==> src/hdl/gcsp_pkg.sv <==
// Package for the Gray-code stripe pixel generator.
// Holds image limits, field widths, register indexes and the pipeline types.
// Used by every module under hdl.
`default_nettype none

package gcsp_pkg;

    localparam int FRAME_ROWS     = 1024;
    localparam int FRAME_COLS     = 1024;
    localparam int PATTERN_BITS_D = 10;

    localparam int IDX_W  = 5;
    localparam int POS_W  = 10;
    localparam int LEN_W  = 11;
    localparam int PLANE_W = 4;
    localparam int PIX_W  = 8;
    localparam int CFG_W  = 11;
    localparam int CFG_IDX_W = 3;

    localparam logic [PIX_W-1:0] PIX_ON  = 8'd255;
    localparam logic [PIX_W-1:0] PIX_OFF = 8'd0;

    typedef enum logic [CFG_IDX_W-1:0] {
        REG_WINDOW_TOP    = 3'd0,
        REG_WINDOW_LEFT   = 3'd1,
        REG_WINDOW_HEIGHT = 3'd2,
        REG_WINDOW_WIDTH  = 3'd3,
        REG_MARK_TOP      = 3'd4,
        REG_MARK_LEFT     = 3'd5,
        REG_MARK_HEIGHT   = 3'd6,
        REG_MARK_WIDTH    = 3'd7
    } t_reg_idx;

    typedef struct packed {
        logic [POS_W-1:0] window_top;
        logic [POS_W-1:0] window_left;
        logic [LEN_W-1:0] window_height;
        logic [LEN_W-1:0] window_width;
        logic [POS_W-1:0] mark_top;
        logic [POS_W-1:0] mark_left;
        logic [LEN_W-1:0] mark_height;
        logic [LEN_W-1:0] mark_width;
    } t_cfg;

    // One pixel in flight. lit_ok is clear when the pixel is black for
    // reasons other than the stripe (outside image or window, bad index, mark).
    typedef struct packed {
        logic               lit_ok;
        logic               invert;
        logic [PLANE_W-1:0] plane;
        logic [LEN_W-1:0]   rem;
        logic               last_bit;
        logic               stripe;
    } t_item;

endpackage

`default_nettype wire

==> src/hdl/gcsp_front.sv <==
// First pipeline stage: window, image and mark decode, relative row.
// Depends on gcsp_pkg for the configuration and item types.
`default_nettype none

module gcsp_front #(
    parameter int PATTERN_BITS = gcsp_pkg::PATTERN_BITS_D
) (
    input  wire logic                         i_clk,
    input  wire logic                         i_rst_n,
    input  wire gcsp_pkg::t_cfg               i_cfg,
    input  wire logic                         i_valid,
    output logic                              o_ready,
    input  wire logic [gcsp_pkg::IDX_W-1:0]   i_image_index,
    input  wire logic [gcsp_pkg::POS_W-1:0]   i_pixel_row,
    input  wire logic [gcsp_pkg::POS_W-1:0]   i_pixel_col,
    input  wire logic                         i_mark_enable,
    output logic                              o_valid,
    input  wire logic                         i_ready,
    output gcsp_pkg::t_item                   o_item
);

    localparam int SPAN_W = gcsp_pkg::LEN_W + 1;
    localparam int IMG_W  = 13;

    logic            r_valid;
    gcsp_pkg::t_item r_item;
    gcsp_pkg::t_item n_item;

    logic in_image, idx_ok, win_row, win_col, mark_row, mark_col;

    always_comb begin
        in_image = ({3'b000, i_pixel_row} < IMG_W'(gcsp_pkg::FRAME_ROWS)) &&
                   ({3'b000, i_pixel_col} < IMG_W'(gcsp_pkg::FRAME_COLS));
        idx_ok   = {1'b0, i_image_index} < 6'(2 * PATTERN_BITS);
        win_row  = (i_pixel_row >= i_cfg.window_top) &&
                   ({2'b00, i_pixel_row} <
                    {2'b00, i_cfg.window_top} + {1'b0, i_cfg.window_height});
        win_col  = (i_pixel_col >= i_cfg.window_left) &&
                   ({2'b00, i_pixel_col} <
                    {2'b00, i_cfg.window_left} + {1'b0, i_cfg.window_width});
        mark_row = (i_pixel_row >= i_cfg.mark_top) &&
                   ({2'b00, i_pixel_row} <
                    SPAN_W'({2'b00, i_cfg.mark_top} + {1'b0, i_cfg.mark_height}));
        mark_col = (i_pixel_col >= i_cfg.mark_left) &&
                   ({2'b00, i_pixel_col} <
                    SPAN_W'({2'b00, i_cfg.mark_left} + {1'b0, i_cfg.mark_width}));

        n_item.lit_ok   = in_image && idx_ok && win_row && win_col &&
                          !(i_mark_enable && mark_row && mark_col);
        n_item.invert   = i_image_index[0];
        n_item.plane    = i_image_index[gcsp_pkg::IDX_W-1:1];
        // Inside the window the relative row is below the window height,
        // so the long division below starts with a proper fraction.
        n_item.rem      = {1'b0, i_pixel_row - i_cfg.window_top};
        n_item.last_bit = 1'b0;
        n_item.stripe   = 1'b0;
    end

    assign o_ready = !r_valid || i_ready;

    always_ff @(posedge i_clk) begin
        if (!i_rst_n) begin
            r_valid <= 1'b0;
        end else if (o_ready) begin
            r_valid <= i_valid;
        end
    end

    always_ff @(posedge i_clk) begin
        if (o_ready && i_valid) begin
            r_item <= n_item;
        end
    end

    assign o_valid = r_valid;
    assign o_item  = r_item;

endmodule

`default_nettype wire

==> src/hdl/gcsp_div_stage.sv <==
// One step of the pipelined long division of relative row by window height.
// Depends on gcsp_pkg for the item type and field widths.
`default_nettype none

module gcsp_div_stage #(
    parameter int STEP = 1
) (
    input  wire logic                         i_clk,
    input  wire logic                         i_rst_n,
    input  wire logic [gcsp_pkg::LEN_W-1:0]   i_height,
    input  wire logic                         i_valid,
    output logic                              o_ready,
    input  wire gcsp_pkg::t_item              i_item,
    output logic                              o_valid,
    input  wire logic                         i_ready,
    output gcsp_pkg::t_item                   o_item
);

    localparam int WIDE_W = gcsp_pkg::LEN_W + 1;
    localparam logic [gcsp_pkg::PLANE_W-1:0] PLANE_SEL = gcsp_pkg::PLANE_W'(STEP - 1);

    logic                         r_valid;
    gcsp_pkg::t_item              r_item;
    gcsp_pkg::t_item              n_item;
    logic [WIDE_W-1:0]            twice;
    logic [gcsp_pkg::LEN_W-1:0]   diff;
    logic                         frac_bit;

    // This stage yields fractional bit STEP of row/height. Rounding to
    // nearest at plane b flips the parity of bit b by bit b+1, so the
    // stripe value is the XOR of the two.
    always_comb begin
        twice    = {i_item.rem, 1'b0};
        // The difference is below the height whenever it is taken.
        diff     = twice[gcsp_pkg::LEN_W-1:0] - i_height;
        frac_bit = twice >= {1'b0, i_height};
        n_item   = i_item;
        n_item.rem      = frac_bit ? diff : twice[gcsp_pkg::LEN_W-1:0];
        n_item.last_bit = frac_bit;
        if (i_item.plane == PLANE_SEL) begin
            n_item.stripe = i_item.last_bit ^ frac_bit;
        end
    end

    assign o_ready = !r_valid || i_ready;

    always_ff @(posedge i_clk) begin
        if (!i_rst_n) begin
            r_valid <= 1'b0;
        end else if (o_ready) begin
            r_valid <= i_valid;
        end
    end

    always_ff @(posedge i_clk) begin
        if (o_ready && i_valid) begin
            r_item <= n_item;
        end
    end

    assign o_valid = r_valid;
    assign o_item  = r_item;

endmodule

`default_nettype wire

==> src/hdl/gcsp_out.sv <==
// Last pipeline stage: turns the stripe bit into a grey level and holds it.
// Depends on gcsp_pkg for the item type and pixel constants.
`default_nettype none

module gcsp_out (
    input  wire logic                         i_clk,
    input  wire logic                         i_rst_n,
    input  wire logic                         i_valid,
    output logic                              o_ready,
    input  wire gcsp_pkg::t_item              i_item,
    output logic                              o_valid,
    input  wire logic                         i_ready,
    output logic [gcsp_pkg::PIX_W-1:0]        o_pixel_value
);

    logic                         r_valid;
    logic [gcsp_pkg::PIX_W-1:0]   r_pixel;
    logic [gcsp_pkg::PIX_W-1:0]   n_pixel;

    always_comb begin
        if (i_item.lit_ok && (i_item.stripe ^ i_item.invert)) begin
            n_pixel = gcsp_pkg::PIX_ON;
        end else begin
            n_pixel = gcsp_pkg::PIX_OFF;
        end
    end

    assign o_ready = !r_valid || i_ready;

    always_ff @(posedge i_clk) begin
        if (!i_rst_n) begin
            r_valid <= 1'b0;
        end else if (o_ready) begin
            r_valid <= i_valid;
        end
    end

    always_ff @(posedge i_clk) begin
        if (o_ready && i_valid) begin
            r_pixel <= n_pixel;
        end
    end

    assign o_valid       = r_valid;
    assign o_pixel_value = r_pixel;

endmodule

`default_nettype wire

==> src/hdl/gray_code_stripe_pixel_generator.sv <==
// Gray-code stripe pixel generator, top level with configuration registers.
// Depends on gcsp_pkg, gcsp_front, gcsp_div_stage and gcsp_out.
//
// Usage:
//   Input channel (i_valid / o_ready) carries one pixel request: image index,
//   row, column and mark enable. Output channel (o_valid / i_ready) returns
//   the 8-bit grey level of that pixel, 0 or 255, in request order.
//   The pipeline is one decode stage, one long-division step per bit plane,
//   and the output register. Throughput is one pixel per cycle while i_ready
//   stays high; the number of division steps sets the depth, not the rate.
//   Each stage holds its own valid bit and takes a new item whenever it is
//   empty or its item moves on, so a stalled receiver first fills the empty
//   stages and then holds o_ready low; nothing is dropped or repeated.
//   Configuration writes (i_cfg_wr_en, i_cfg_index, i_cfg_data) take effect
//   at the next edge and must be made while no pixel is in flight.
//   Reset empties the pipeline and loads the register defaults: a full
//   1024 x 1024 window at the origin and an empty mark.
`default_nettype none

module gray_code_stripe_pixel_generator #(
    parameter int PATTERN_BITS = gcsp_pkg::PATTERN_BITS_D
) (
    input  wire logic                           i_clk,
    input  wire logic                           i_rst_n,
    input  wire logic                           i_cfg_wr_en,
    input  wire logic [gcsp_pkg::CFG_IDX_W-1:0] i_cfg_index,
    input  wire logic [gcsp_pkg::CFG_W-1:0]     i_cfg_data,
    input  wire logic                           i_valid,
    output logic                                o_ready,
    input  wire logic [gcsp_pkg::IDX_W-1:0]     i_image_index,
    input  wire logic [gcsp_pkg::POS_W-1:0]     i_pixel_row,
    input  wire logic [gcsp_pkg::POS_W-1:0]     i_pixel_col,
    input  wire logic                           i_mark_enable,
    output logic                                o_valid,
    input  wire logic                           i_ready,
    output logic [gcsp_pkg::PIX_W-1:0]          o_pixel_value
);

    gcsp_pkg::t_cfg r_cfg;

    always_ff @(posedge i_clk) begin
        if (!i_rst_n) begin
            r_cfg.window_top    <= '0;
            r_cfg.window_left   <= '0;
            r_cfg.window_height <= 11'd1024;
            r_cfg.window_width  <= 11'd1024;
            r_cfg.mark_top      <= '0;
            r_cfg.mark_left     <= '0;
            r_cfg.mark_height   <= '0;
            r_cfg.mark_width    <= '0;
        end else if (i_cfg_wr_en) begin
            unique case (gcsp_pkg::t_reg_idx'(i_cfg_index))
                gcsp_pkg::REG_WINDOW_TOP:    r_cfg.window_top    <= i_cfg_data[9:0];
                gcsp_pkg::REG_WINDOW_LEFT:   r_cfg.window_left   <= i_cfg_data[9:0];
                gcsp_pkg::REG_WINDOW_HEIGHT: r_cfg.window_height <= i_cfg_data;
                gcsp_pkg::REG_WINDOW_WIDTH:  r_cfg.window_width  <= i_cfg_data;
                gcsp_pkg::REG_MARK_TOP:      r_cfg.mark_top      <= i_cfg_data[9:0];
                gcsp_pkg::REG_MARK_LEFT:     r_cfg.mark_left     <= i_cfg_data[9:0];
                gcsp_pkg::REG_MARK_HEIGHT:   r_cfg.mark_height   <= i_cfg_data;
                gcsp_pkg::REG_MARK_WIDTH:    r_cfg.mark_width    <= i_cfg_data;
                default: ;
            endcase
        end
    end

    // Stage k of the chain hands over on s_valid[k] / s_ready[k].
    logic [PATTERN_BITS:0] s_valid;
    logic [PATTERN_BITS:0] s_ready;
    gcsp_pkg::t_item       s_item [PATTERN_BITS+1];

    gcsp_front #(
        .PATTERN_BITS (PATTERN_BITS)
    ) u_front (
        .i_clk         (i_clk),
        .i_rst_n       (i_rst_n),
        .i_cfg         (r_cfg),
        .i_valid       (i_valid),
        .o_ready       (o_ready),
        .i_image_index (i_image_index),
        .i_pixel_row   (i_pixel_row),
        .i_pixel_col   (i_pixel_col),
        .i_mark_enable (i_mark_enable),
        .o_valid       (s_valid[0]),
        .i_ready       (s_ready[0]),
        .o_item        (s_item[0])
    );

    for (genvar k = 1; k <= PATTERN_BITS; k++) begin : g_div
        gcsp_div_stage #(
            .STEP (k)
        ) u_step (
            .i_clk    (i_clk),
            .i_rst_n  (i_rst_n),
            .i_height (r_cfg.window_height),
            .i_valid  (s_valid[k-1]),
            .o_ready  (s_ready[k-1]),
            .i_item   (s_item[k-1]),
            .o_valid  (s_valid[k]),
            .i_ready  (s_ready[k]),
            .o_item   (s_item[k])
        );
    end

    gcsp_out u_out (
        .i_clk         (i_clk),
        .i_rst_n       (i_rst_n),
        .i_valid       (s_valid[PATTERN_BITS]),
        .o_ready       (s_ready[PATTERN_BITS]),
        .i_item        (s_item[PATTERN_BITS]),
        .o_valid       (o_valid),
        .i_ready       (i_ready),
        .o_pixel_value (o_pixel_value)
    );

endmodule

`default_nettype wire
==> config.mk <==
export PLATFORM = sky130hd
export DESIGN_NAME = gray_code_stripe_pixel_generator
export DESIGN_NICKNAME = d
export VERILOG_FILES = /design/src/hdl/gcsp_pkg.sv /design/src/hdl/gcsp_front.sv /design/src/hdl/gcsp_div_stage.sv /design/src/hdl/gcsp_out.sv /design/src/hdl/gray_code_stripe_pixel_generator.sv
export SDC_FILE = /design/constraint.sdc
export NUM_CORES = 1
export LEC_CHECK = 0
export BUFFER_PORTS_ARGS = -buffer_cell sky130_fd_sc_hd__buf_4
export CAP_MARGIN = 25
export CORE_ASPECT_RATIO = 0.9
export CORE_MARGIN = 1.5
export CORE_UTILIZATION = 60
export CTS_BUF_LIST = sky130_fd_sc_hd__clkbuf_8 sky130_fd_sc_hd__clkbuf_16
export CTS_CLUSTER_DIAMETER = 100
export CTS_CLUSTER_SIZE = 12
export DETAILED_ROUTE_END_ITERATION = 8
export GPL_TIMING_DRIVEN = 0
export HOLD_SLACK_MARGIN = 0.02
export PLACE_DENSITY = 0.88
export SYNTH_ARGS = -nofsm -noshare
export SYNTH_HDL_FRONTEND = slang
export SYNTH_HIERARCHICAL = 1
export SYNTH_SLANG_ARGS = --single-unit
==> constraint.sdc <==
create_clock -name i_clk -period 9.9 [get_ports i_clk]
set_clock_uncertainty 0.2 [all_clocks]
set_input_delay 1.98 -clock i_clk [delete_from_list [all_inputs] [get_ports i_clk]]
set_output_delay 1.98 -clock i_clk [all_outputs]
set_load 0.01 [all_outputs]
==> results.sh <==
export IMPL_outcome="complete, no violations"
export IMPL_worstPathCellList="buf_4, nand2b_4, nand2b_1, nand2b_1, nand2b_1, nand2b_1, nand2b_1, nand2b_1, nand2b_1, nand2b_1, nand2b_1, nand2b_1, nand2b_1, buf_4"
export IMPL_ant_nets=0
export IMPL_cts_buffers=27
export IMPL_first_iter_violations=1512
export IMPL_cp_data_arrival_time_ns=4.65
export IMPL_critical_path_slowest_cell="nand2b_1"
export IMPL_tritoncts="yes"
export IMPL_grt_first_pass_wirelength_um=77830
export IMPL_antenna_found_initial=0
export IMPL_worst_r2r_setup_slack_ns=5.85
export IMPL_rsz0062_at_grt="false"
export IMPL_die_area_um2=34490
export IMPL_rr_endpoint="u_front/o_item[18]"
export IMPL_min_period_ns=6.830
export IMPL_max_clock_freq_ghz=0.1464
export IMPL_relative_slew_slack=0.2571
export IMPL_critical_path_max_fanout=3
export IMPL_clock_tree_root="clkbuf_16"
export IMPL_ioPinCount=55
export IMPL_worst_hold_slack_ns=0.2154
export IMPL_post_cts_resized_instances=0
export IMPL_timing_hold_worst_class="reg -> reg"
export IMPL_num_fill_cells=2386
export IMPL_slew_viol_final=0
export IMPL_place_inst=2511
export IMPL_drc_errors=0
export IMPL_cts_hold_buffers_added=0
export IMPL_route_final_wire_length_um=48760
export IMPL_final_setup_viol_count=0
export IMPL_row_count=63
export IMPL_final_antenna_diode_count=0
export IMPL_die_x_um=195.6
export IMPL_cap_violations=0
export IMPL_final_setup_slack_of_the_worst_path_ns=3.070
export IMPL_fin_total_pwr_mw=2.652
export IMPL_initial_utilization=0.6094
export IMPL_worst_slew_pin_transition_ns=1.113
export IMPL_netlist_area_um2=20030
export IMPL_placeableCoreArea_um2=32870
export IMPL_end_kind="output port"
export IMPL_groute_usage_overall=0.2795
export IMPL_max_vdd_ir_drop_mv=0.1541
export IMPL_first_global_vias=15730
export IMPL_min_delay_path_depth=0
export IMPL_tritoncts_num_sinks=287
export IMPL_wl_per_cell_um=19.06
export IMPL_vias_per_cell=6.261
export IMPL_worst_path_most_repeated_cell="nand2b_1"
export IMPL_power_density_nw_per_um2=122.0
export IMPL_fp_dieH_um=176.3
export IMPL_place_hpwl_um=35530
export IMPL_postCtsSetupBuffers=0
export IMPL_total_leakage_power_nw=8.595
export IMPL_crit_path_max_incr_delay_ns=0.25
export IMPL_drt_pass1_iter_count=6
export IMPL_report_final_hold_viol_count=0
export IMPL_final_cell_count_no_fill=2558
export IMPL_finalCritPeriodShare=0.6899
export IMPL_grt_start_max_net_pins=22
export IMPL_timing_critical_path_required_ns=7.72
export IMPL_clockBufferDepth=3
export IMPL_min_delay_worst_endpoint="g_div[6].u_step/o_item[18]"
export IMPL_setup_worst_path_start_class="input pin"
export IMPL_critical_path_class="in -> out"
export IMPL_relative_area_change_from_synthesis_to_final_layout_pct=8.501
export IMPL_num_vias=16020
export IMPL_path_clk_slew_ns=0.06
export IMPL_nets=2405
export IMPL_post_synth_inst_count=2033
export IMPL_reg2reg_depth=16
export IMPL_synthesis_area_per_instance_um2=9.853
export IMPL_ys_warnings_count=6
export IMPL_place_worst_setup_slack_ns=3.258
export IMPL_htree_num_levels=1
export IMPL_grt_overflow_total=0
export IMPL_drive_gt1_frac=0.09223
export IMPL_port_buffers=54
export IMPL_place_congestion=0.9304
export IMPL_r2r_start="r_cfg[32]"
export IMPL_worstHoldStart="g_div[5].u_step/o_item[18]"
export IMPL_tns_ns=0
export IMPL_insertion_delay_ns=0.55
==> flip-flops by register name, indices dropped and copies added (netlist names) <==
name,cells
g_div.u_step/o_item,174
r_cfg,84
u_front/o_item,16
g_div.u_step/o_valid,10
u_front/o_valid,1
u_out/o_pixel_value,1
u_out/o_valid,1
==> worst max-delay path by stage <==
stage                 start      end  slack [ns]  depth (start not counted)
finish              i_ready  o_ready        3.07                         14
global placement    i_ready  o_ready        3.36                         14
CTS                 i_ready  o_ready        3.11                         14
global route        i_ready  o_ready        2.89                         14
floorplan           i_ready  o_ready        3.93                         12
detailed placement  i_ready  o_ready        3.26                         14
==> cells in the final DEF, fill, tap and decap left out, drive strengths merged, types with 9 or more instances in the layout <==
cell type  instances
nor3              37
a221oi             9
xor2              21
nand4             18
a2111oi           14
nand3b             9
xnor2             50
clkbuf            46
o21a              23
ha               226
buf               84
inv              225
o2111ai           11
o211ai            26
nor2b             40
mux2i             94
dfxtp             96
o21ai             88
edfxtp           191
nor2              93
a211oi            17
or3                9
a21oi            107
and2              16
a31oi             29
nand2b            39
o31ai             35
a21o              20
nand2            246
mux2              18
nand3             54
a21boi            44
fa                15
==> per-stage QoR <==
| step | cell area [um^2] | utilization |
|---|---|---|
| after floorplan | 20040 | - |
| after global placement | 20970 | 0.6380 |
| after detailed placement | 20970 | 0.6380 |
| after CTS | 21720 | 0.6608 |
| after global routing | 21730 | 0.6612 |
| final | 21730 | 0.6612 |
==> final cells by class <==
class / instances / area, um^2 / share of cell area
Clock inverter: 19 / 71.32 / 0.003281
Tap cell: 422 / 528.0 / 0.02429
Inverter: 206 / 778.2 / 0.03581
Buffer: 48 / 266.5 / 0.01226
Multi-Input combinational cell: 1494 / 11340 / 0.5216
Sequential cell: 287 / 7657 / 0.3523
Clock buffer: 27 / 675.6 / 0.03109
Timing Repair Buffer: 55 / 420.4 / 0.01934
==> metal layers <==
metal,part of all wire,routed length (um),global-route usage,vias to the layer above
met1,0.42,20510,0.3575,7669
met5,0,0,0,-
met4,0.034,1655,0.09851,0
met2,0.48,23180,0.4850,677
li1,-,-,-,7536
met3,0.070,3409,0.04031,134
==> report_power, final <==
group	switching (mW)	total (mW)	internal, mW
Clock	0.439	0.926	0.487
Sequential	0.0252	1.33	1.31
Combinational	0.233	0.394	0.161
==> critical path, delay by kind of cell <==
family / cells / cell delay, ns
buffers and inverters: 2 / 0.30
and+or+nand+nor: 12 / 2.35
No activity file was read; power rests on OpenSTA's default activity.
